==> config.mk <==
export PLATFORM = sky130hd
export DESIGN_NAME = cnmd_queue_flat
export DESIGN_NICKNAME = d
export VERILOG_FILES = /design/src/rtl/cnmd_pkg.sv /design/src/rtl/cnmd_ifs.sv /design/src/rtl/cnmd_queue.sv /design/src/flat_wrapper.sv
export SDC_FILE = /design/constraint.sdc
export NUM_CORES = 1
export LEC_CHECK = 0
export ABC_AREA = 1
export BUFFER_PORTS_ARGS = -buffer_cell sky130_fd_sc_hd__buf_4
export CORE_ASPECT_RATIO = 0.75
export CORE_UTILIZATION = 45
export DETAILED_ROUTE_END_ITERATION = 10
export GPL_TIMING_DRIVEN = 0
export SYNTH_ARGS = -nofsm -noshare
export SYNTH_HDL_FRONTEND = slang
export SYNTH_SLANG_ARGS = --single-unit
==> constraint.sdc <==
create_clock -name clock -period 3.3 [get_ports clock]
set_input_delay 0 -clock clock [delete_from_list [all_inputs] [get_ports clock]]
set_output_delay 0 -clock clock [all_outputs]
set_load 0.02 [all_outputs]
==> src/rtl/cnmd_pkg.sv <==
// Shared types, constants and register indexes for the crossing number minutia detector.
package cnmd_pkg;

   localparam int DEF_MAX_WIDTH = 1024;
   localparam int MAX_HEIGHT    = 4096;

   localparam int PIXEL_W  = 8;
   localparam int POS_X_W  = 10;
   localparam int POS_Y_W  = 12;
   localparam int CFG_W_W  = 11;
   localparam int CFG_H_W  = 13;
   localparam int SIZE_W   = 13;   // holds any clamped width or height

   localparam int CSR_IDX_W  = 4;
   localparam int CSR_DATA_W = 16;

   localparam logic [CSR_IDX_W-1:0] CSR_IMAGE_WIDTH  = CSR_IDX_W'(0);
   localparam logic [CSR_IDX_W-1:0] CSR_IMAGE_HEIGHT = CSR_IDX_W'(1);

   localparam logic [CFG_W_W-1:0] RESET_IMAGE_WIDTH  = CFG_W_W'(640);
   localparam logic [CFG_H_W-1:0] RESET_IMAGE_HEIGHT = CFG_H_W'(480);

   localparam logic [PIXEL_W-1:0] PIXEL_BACKGROUND = 8'd255;
   localparam logic [PIXEL_W-1:0] PIXEL_CENTER     = 8'd0;

   localparam logic KIND_RIDGE_END   = 1'b0;
   localparam logic KIND_BIFURCATION = 1'b1;

   localparam int QUEUE_DEPTH = 4;
   localparam int QUEUE_LVL_W = $clog2(QUEUE_DEPTH + 1);

   // one stored neighborhood entry
   typedef struct packed {
      logic oriented;
      logic zero;
      logic ridge;
   } entry_type;

   typedef struct packed {
      logic               minutia_kind;
      logic [POS_X_W-1:0] pos_x;
      logic [POS_Y_W-1:0] pos_y;
   } minutia_type;

   typedef struct packed {
      logic        valid;
      minutia_type data;
   } push_type;

endpackage

==> src/rtl/cnmd_ifs.sv <==


interface cnmd_rsp_if;
   import cnmd_pkg::*;
   logic               valid;
   logic               ready;
   logic               minutia_kind;
   logic [POS_X_W-1:0] pos_x;
   logic [POS_Y_W-1:0] pos_y;
   modport source (output valid, output minutia_kind, output pos_x, output pos_y, input ready);
   modport sink   (input valid, input minutia_kind, input pos_x, input pos_y, output ready);
endinterface


==> src/rtl/cnmd_queue.sv <==
// Back end: short result queue that drives the minutia output channel.
module cnmd_queue (
   input  logic                              clock,
   input  logic                              reset,
   input  cnmd_pkg::push_type                push,
   output logic [cnmd_pkg::QUEUE_LVL_W-1:0]  level,
   cnmd_rsp_if.source                        rsp_ch
);
   import cnmd_pkg::*;

   localparam int PW = $clog2(QUEUE_DEPTH);

   minutia_type            slot_ff [QUEUE_DEPTH];
   logic [PW-1:0]          wr_ff, wr_in, rd_ff, rd_in;
   logic [QUEUE_LVL_W-1:0] cnt_ff, cnt_in;
   logic                   pop;
   minutia_type            head;

   assign head                = slot_ff[rd_ff];
   assign rsp_ch.valid        = (cnt_ff != '0);
   assign rsp_ch.minutia_kind = head.minutia_kind;
   assign rsp_ch.pos_x        = head.pos_x;
   assign rsp_ch.pos_y        = head.pos_y;
   assign pop                 = rsp_ch.valid && rsp_ch.ready;
   assign level               = cnt_ff;

   always_comb begin
      wr_in  = push.valid ? PW'(wr_ff + PW'(1)) : wr_ff;
      rd_in  = pop ? PW'(rd_ff + PW'(1)) : rd_ff;
      cnt_in = cnt_ff + QUEUE_LVL_W'(push.valid) - QUEUE_LVL_W'(pop);
   end

   always_ff @(posedge clock) begin
      if (reset) begin
         wr_ff  <= '0;
         rd_ff  <= '0;
         cnt_ff <= '0;
      end else begin
         wr_ff  <= wr_in;
         rd_ff  <= rd_in;
         cnt_ff <= cnt_in;
      end
   end

   always_ff @(posedge clock) begin
      if (push.valid) begin
         slot_ff[wr_ff] <= push.data;
      end
   end

endmodule

==> src/flat_wrapper.sv <==
// flat-port wrapper written by rule: the top's interface ports become plain ports
module cnmd_queue_flat import cnmd_pkg::*;
  (clock, reset, push, level, rsp_ch_valid, rsp_ch_minutia_kind, rsp_ch_pos_x, rsp_ch_pos_y, rsp_ch_ready);
  cnmd_rsp_if rsp_ch_i ();
  input  logic clock;
  input  logic reset;
  input  cnmd_pkg::push_type push;
  output logic [cnmd_pkg::QUEUE_LVL_W-1:0] level;
  output wire logic [$bits(rsp_ch_i.valid)-1:0] rsp_ch_valid;
  output wire logic [$bits(rsp_ch_i.minutia_kind)-1:0] rsp_ch_minutia_kind;
  output wire logic [$bits(rsp_ch_i.pos_x)-1:0] rsp_ch_pos_x;
  output wire logic [$bits(rsp_ch_i.pos_y)-1:0] rsp_ch_pos_y;
  input wire logic [$bits(rsp_ch_i.ready)-1:0] rsp_ch_ready;
  assign rsp_ch_valid = rsp_ch_i.valid;
  assign rsp_ch_minutia_kind = rsp_ch_i.minutia_kind;
  assign rsp_ch_pos_x = rsp_ch_i.pos_x;
  assign rsp_ch_pos_y = rsp_ch_i.pos_y;
  assign rsp_ch_i.ready = rsp_ch_ready;
  cnmd_queue u_core (.clock(clock), .reset(reset), .push(push), .level(level), .rsp_ch(rsp_ch_i));
endmodule
# After elaboration in Yosys (flattened, before gate mapping)
# Memory sizes are Yosys's and may differ from the RTL's. A register that Yosys moved wholly into a read port is not among the register bits.
# Cells that the tools add are included.
[classes]
addsub = 4
muxes = 4
n_reduce_logical = 2
[op_table]
columns = ["cell", "count"]
rows = [
  ["$add A2 B1 Y2 const B", 2],
  ["$mux W2", 2],
  ["$add A3 B1 Y3", 1],
  ["$reduce_bool A3 Y1", 1],
  ["$sub A3 B1 Y3", 1],
  ["$mux W1", 2],
  ["$logic_and A1 B1 Y1", 1],
]
[word_totals]
register_bits = 7
ram_bits = 92
in_bits = 27
out_inout_bits = 27
elab_cells = 14
memories = 1
[mem_list]
columns = ["memory", "words", "word_bits", "rd", "rd_ports_with_merged_regs", "wr", "line", "source"]
rows = [
  ["u_core.slot_ff", 4, 23, 1, 1, 1, "cnmd_queue.sv:13", "minutia_type slot_ff [QUEUE_DEPTH];"],
]

# Longest topological paths before layout
# Gate-level depths: netlist (run 1).
[depth]
depth_word = 4
mapped_depth = 9
mapped_depth_nobuf = 9

# Least setup slack after synthesis (run 1)
# Ideal clock, no wire load.
[synth_timing]
path_type = "register -> register"
startpoint = "register u_core.cnt_ff[1], in the netlist u_core.level[1]"
endpoint = "register u_core.cnt_ff[2], in the netlist u_core.level[2]"
setup_ns = 0.115
arrival_ns = 1.613
required_ns = 3.185
path_slack_ns = 1.572
path_stages_with_launch = 9
path_buffers = 0
period_less_slack_ns = 1.728
path_cell_list = "dfxtp_1 > nor2_1 > a21boi_0 > ha_1 > inv_1 > ha_1 > fa_1 > a21oi_1 > nor2_1"
[synth_via]
elab_chain_len = 3
elab_cells_between_ends = 4
cone_classes = "add/sub (2); reduce/logical (2)"
[synth_lines]
columns = ["item", "line", "source"]
rows = [
  ["start: declaration", "cnmd_queue.sv:15", "logic [QUEUE_LVL_W-1:0] cnt_ff, cnt_in;"],
  ["start signal: assignment", "cnmd_queue.sv:41", "cnt_ff <= cnt_in;"],
  ["$reduce_bool A3 Y1", "cnmd_queue.sv:20", "assign rsp_ch.valid = (cnt_ff != '0);"],
  ["$logic_and A1 B1 Y1", "cnmd_queue.sv:24", "assign pop = rsp_ch.valid && rsp_ch.ready;"],
  ["via u_core.pop", "cnmd_queue.sv:16", "logic pop;"],
  ["$sub A3 B1 Y3", "cnmd_queue.sv:30", "cnt_in = cnt_ff + QUEUE_LVL_W'(push.valid) - QUEUE_LVL_W'(pop);"],
]
# The timed path passes the listed nets, and every way through them passes these cells.
# A chain may end at the register's enable or synchronous reset.

# Worst setup path after layout (run 1)
[layout_timing]
startpoint = "register u_core.wr_ff[0]"
endpoint = "memory u_core.slot_ff[0][8] (netlist name), enable pin"
[layout_lines]
columns = ["item", "line", "source"]
rows = [
  ["start: declaration", "cnmd_queue.sv:14", "logic [PW-1:0] wr_ff, wr_in, rd_ff, rd_in;"],
  ["start signal: assignment", "cnmd_queue.sv:39", "wr_ff <= wr_in;"],
  ["end: declaration", "cnmd_queue.sv:13", ""],
]
# Straight into the memory's write port.

==> flow_summary.toml, run 1 <==
[grt]
grt_max_degree = 24
grt_overflow = 0
grt_pass1_wl_mm = 11.8
antenna_found_initial = 0
grt_pass1_vias = 2325
grt_use_total_pct = 18.4

[critical_path]
arrival_ps = 1760
startpoint_type = "flop"
timing.rr.start = "u_core.wr_ff[0]"
worst-path-max-fanout = 23
rr_worst_depth = 4
criticalPathCategory = "reg2reg"
critPathCaptureType = "flop"
crit_start = "u_core.wr_ff[0]"
cp.required_ps = 3250

[placed_design]
placed_cell_area_um2 = 4420
hpwl_mm = 4.65
port_buffers = 53
gp_congestion = 0.725

[clocking]
cts_buffers = 9
ctsRootBufferMaster = "clkbuf_16"
clk_latency_ps = 330
cts_tree = "built"
cts_resized = 0
cts_sinks = 101
postCtsSetupBuffers = 0
clk_pin_slew_ps = 70
h-tree-depth = 3
clock_path_buffers = 2
cts_hold_buf = 26

[logic_synthesis]
async_flop_share_pct = 0
synth-xor-area-share_pct = 0
syn_nets = 317
synth-simple-area-share_pct = 6.53
synth_edf_count = 92
synthMuxAreaShare_pct = 0
post-synth-top-area-fraction_pct = 71.0
synthAdderAreaFrac_pct = 2.44
synth_compound_area_share_pct = 10.7
syn_area_um2 = 3890
synth-main-ff-cell = "edfxtp_1"
yosys_warnings = 0
synth_top_family_by_area = "compound AO/OA/AOI/OAI gates"
synth_cell_types = 19
syn_inst = 283
yosysTopAreaCell = "edfxtp_1"
syn_avg_cell_area_um2 = 13.7
ys_seq_elements = 101
synth.area.top_cells = "edfxtp_1, nor2_1, dfxtp_1"
seq_area_frac_synth_pct = 75.6

[timing]
skew_ps = 7.93
tightest_slew_ps = 1090
period_needed_ps = 1820
grt_setup_unrepaired = "false"
fin_tns_setup_ps = 0
max_slew_margin_pct = 27.4
hold_violations = 0
drv_slew = 0
finalSetupViolCount = 0
period_share_pct = 55.0
hold_ws_ps = 376
fmax_ghz = 0.551

[finish]
syn_to_final_growth_pct = 27.8
fillCellCount = 658
antenna_cells = 0
drive_gt1_share_pct = 21.7
layout_commonest_cell = "edfxtp_1"
final_cell_mix = "edfxtp_1, buf_4, nor2_1, o21ai_0, dlygate4sd3_1"
finalNetCount = 407
fin_util_pct = 61.2
fin_area_um2 = 4970

[drt]
drt_iter0_markers = 118
wl_per_cell_um = 15.8
first_pass_iters = 4
via_per_inst = 4.98
drc = 0
vias = 2403
postRouteAntennaNets = 0
wl_mm = 7.64

[floorplanning]
dieArea_um2 = 9030
initial_core_util_pct = 47.9
core_area_um2 = 8130
die_w_um = 109
die_y_um = 82.5
rows = 28
pin_count = 54

[pwr]
p_leak_nw = 1.87
p_sw_mw = 1.07
powerDensity_nw_per_um2 = 712
p_clk_share_pct = 28.7
p_int_mw = 2.47
sw_frac_of_total_pct = 30.2
pwr-share-seq_pct = 42.6
ir_drop_mv = 0.273
comb_power_share_pct = 28.7

[min_path]
hp-class = "in2reg"
hold-path-cell-count = 3
holdCritStartpoint = "reset"

[job]
maxCapViolCount = 0

[run_status]
outcome = "completed"
[state kept, by name, summed over array words and instances, names as in the netlist, named ones only]
signal	flops
u_core.level	3
u_core.rd_ff	2
u_core.slot_ff	92
u_core.wr_ff	2
[metal layers]
| metal | track usage, % | wire [um] | up-vias |
|---|---|---|---|
| li1 | - | - | 1208 |
| met4 | 6.40 | 85 | 0 |
| met5 | 0 | 0 | - |
| met3 | 4.47 | 326 | 10 |
| met1 | 24.5 | 3640 | 1135 |
| met2 | 29.8 | 3590 | 50 |
[cells in the mapped netlist, types with 4 or more instances]
cell type,n
buf_2,4
nor2_1,53
dfxtp_1,9
o21ai_1,17
a21oi_1,5
o22ai_1,23
nand2_1,12
o21ai_0,31
inv_1,16
buf_6,6
ha_1,6
edfxtp_1,92
[worst paths after layout]
kind / to / slack (ps)
worst max-delay path: u_core.slot_ff[0][8] / 1480
worst max register to register: u_core.slot_ff[0][8] / 1480
worst min register to register: u_core.rd_ff[0] / 500
worst min-delay path: u_core.level[0] / 380
[worst max-delay path, cell delays in order (launching register included)]
cell	delay, ps
dfxtp_1	330
inv_1	110
ha_1	150
nand2_1	50
inv_1	780
[power groups by stage]
stage | clock network, mW | logic [mW] | registers, mW
6_report | 1.02 | 1.01 | 1.51
5_1_grt | 1.07 | 1.11 | 1.52
3_3_place_gp | 0 | 0.992 | 1.53
3_5_place_dp | 0 | 1.00 | 1.54
2_1_floorplan | 0 | 0.597 | 1.55
4_1_cts | 1.03 | 1.03 | 1.51
[stage by stage]
step           std cells  worst slack, ps  power, mW
6_report             483             1480       3.54
5_1_grt              483             1330       3.71
4_1_cts              483             1440       3.57
2_1_floorplan        283             1570       2.14
3_3_place_gp         441             1450       2.53
3_5_place_dp         441             1460       2.54
[cell families (layout without fill, tap and decap cells)]
logic type,after synthesis,in the layout
flip-flops,101,101
AO/OA/AOI/OAI,77,77
AND/OR/NAND/NOR,67,67
buffers and inverters,31,126
adder cells (fa/ha/maj),7,7
[area by class of cell]
cell class | instances | area (um^2) | share of cell area (%)
Tap cell | 105 | 131 | 2.64
Inverter | 18 | 75.1 | 1.51
Timing Repair Buffer | 79 | 658 | 13.2
Buffer | 13 | 108 | 2.16
Clock inverter | 6 | 62.6 | 1.26
Sequential cell | 101 | 2940 | 59.2
Clock buffer | 10 | 229 | 4.60
Multi-Input combinational cell | 151 | 766 | 15.4
Power figures use the tool's default switching activity.
==> run 2: changes to the inputs <==
Settings changed: PLACE_DENSITY set to 0.67.
Clock period 3.3 ns to 1.5 ns, I/O delays scaled along.
==> run 2 against run 1 <==
Against the previous run:
- the run now ends with setup timing left
- wire length grew 15%
- utilization grew 6.5 points
- combinational power grew to 2.9 times the previous value
- critical path type unchanged
- critical endpoint is now u_core.level[1]
- largest cell class unchanged
==> flow_summary.toml, run 2 (synthesis gave the netlist of run 1 again) <==
[finish]
largest_reg_flops = 92
layout_commonest_cell = "edfxtp_1"
final_cells = 505
syn_to_final_growth_pct = 41.4
final_cell_mix = "edfxtp_1, buf_4, nor2_1, o21ai_0, dlygate4sd3_1"
finalNetCount = 430
antenna_cells = 0
drive_gt1_share_pct = 38.0
top_register = "u_core.slot_ff"

[floorplanning]
die_w_um = 109
pin_count = 54
dieArea_um2 = 9030
initial_core_util_pct = 47.9
die_y_um = 82.5
core_area_um2 = 8130
rows = 28

[placed_design]
port_buffers = 53
placed_cells = 441
pre_cts_ws_ps = -316
gp_congestion = 0.735
hpwl_mm = 4.58

[min_path]
hp-class = "in2reg"
hold-path-cell-count = 3
holdPathEnd = "u_core.wr_ff[0]"
holdCritStartpoint = "push[23]"

[clocking]
clk_latency_ps = 330
cts_buffers = 9
cts_sinks = 101
clk_pin_slew_ps = 60
h-tree-depth = 3
clock_path_buffers = 2
cts_tree = "built"
ctsRootBufferMaster = "clkbuf_16"

[drt]
drt_iter0_markers = 185
wl_mm = 8.78
first_pass_iters = 4
drc = 0
vias = 2607
wl_per_cell_um = 17.4
postRouteAntennaNets = 0
via_per_inst = 5.16

[critical_path]
rr_worst_depth = 8
max_stage_delay_ps = 530
critPathCaptureType = "flop"
cp_top_family = "adder cells"
crit_chain = "nor2_4 > a21boi_1 > ha_1 > inv_1 > ha_2 > fa_2 > inv_2 > nor2_2"
reg2reg_to = "u_core.level[1]"
criticalPathCategory = "reg2reg"
crit_slowest_cell = "fa_2"
worst-path-max-fanout = 2
startpoint_type = "flop"
cp.required_ps = 1770
timing.rr.start = "u_core.level[1]"
arrival_ps = 1950
critPathBufInv = 2
r2r_slack_ps = -180

[pwr]
p_int_mw = 6.03
p_leak_nw = 2.05
comb_power_share_pct = 33.8
p_clk_share_pct = 27.3
sw_frac_of_total_pct = 30.0
p_sw_mw = 2.58
powerDensity_nw_per_um2 = 1560
pwr-share-seq_pct = 38.9
ir_drop_mv = 0.770

[timing]
skew_ps = 7.01
hold_violations = 0
max_slew_margin_pct = 77.4
period_needed_ps = 1680
fmax_ghz = 0.594
tightest_slew_ps = 338
drv_slew = 0
grt_setup_unrepaired = "true"
finalSetupViolCount = 2
fin_tns_setup_ps = -306
hold_ws_ps = 8.06
setup_ws_ps = -184
period_share_pct = 112

[grt]
grt_pass1_vias = 2327
grt_max_degree = 16
grt_use_total_pct = 19.4
antenna_found_initial = 0
grt_pass1_wl_mm = 12.2
grt_overflow = 0

[run_status]
outcome = "complete, but fails checks"
failed_checks = "setup timing"

[job]
maxCapViolCount = 0
## run 2: changes by cell type in the layout (fill, tap and decap cells not counted), moves of 5 or more
cell	previous run	this run
o21ai_2	0	15
nor2_1	53	40
nor2_2	0	12
o21ai_1	17	5
buf_4	55	64
clkinvlp_4	2	9
buf_12	0	6
o22ai_1	23	17
o22ai_2	0	6
buf_8	0	5
dfxtp_1	9	4
inv_1	16	11
## run 2: power groups by stage
| stage | sequential, mW | clock (mW) | combinational (mW) |
|---|---|---|---|
| 3_3_place_gp | 3.39 | 0 | 2.19 |
| 6_report | 3.35 | 2.35 | 2.91 |
| 4_1_cts | 3.33 | 2.37 | 2.38 |
| 2_1_floorplan | 3.42 | 0 | 1.33 |
| 5_1_grt | 3.36 | 2.50 | 3.13 |
| 3_5_place_dp | 3.39 | 0 | 2.22 |
## run 2: how the worst max path moves through the flow
| stage | startpoint | end | slack, ps | depth (start not counted) |
|---|---|---|---|---|
| finish | u_core.level[1] | u_core.level[1] | -180 | 8 |
| floorplan | u_core.level[2] | u_core.level[1] | -150 | 8 |
| CTS | u_core.level[1] | u_core.level[1] | -200 | 8 |
| global route | u_core.level[2] | u_core.level[1] | -260 | 8 |
| detailed placement | u_core.wr_ff[0] | u_core.slot_ff[0][10] | -320 | 4 |
| global placement | u_core.wr_ff[0] | u_core.slot_ff[0][10] | -310 | 4 |
## run 2: final cells by class
| cell class | count | area (um^2) |
|---|---|---|
| buffer | 13 | 164 |
| clock buffer | 10 | 229 |
| clock inverter | 5 | 76.3 |
| fill | 549 | 2630 |
| inverter | 18 | 95.1 |
| multi-input combinational | 151 | 907 |
| sequential | 101 | 2950 |
| tap | 105 | 131 |
| timing repair buffer | 97 | 906 |
| timing repair inverter | 5 | 38.8 |
## run 2: routing by layer
metal  GRT usage (%)  routed length, um
met5               0                  0
met4            6.00                 44
met3            4.47                649
met2            31.3               4270
met1            26.3               3820
## run 2: worst register-to-register path: stages, from the launching register on
cell	delay, ps
dfxtp_2	340
nor2_4	110
a21boi_1	70
ha_1	270
inv_1	40
ha_2	160
fa_2	530
inv_2	40
nor2_2	60
## run 2: per-stage QoR
stage | cell area [um^2] | utilization (%) | total power, mW
floorplan | 3910 | - | 4.75
global placement | 4430 | 54.6 | 5.57
detailed placement | 4430 | 54.6 | 5.62
CTS | 5130 | 63.1 | 8.08
global route | 5500 | 67.7 | 9.00
finish | 5500 | 67.7 | 8.61
## run 2: timing repair
action / in CTS / in global routing
cloned: 4 / 5
pin swaps: 2 / 10
setup buffers: 9 / 6
endpoints found under the hold margin: 98 / 0
resized for setup: 13 / 61
hold buffers: 25 / 0
endpoints found under the setup margin: 106 / 68
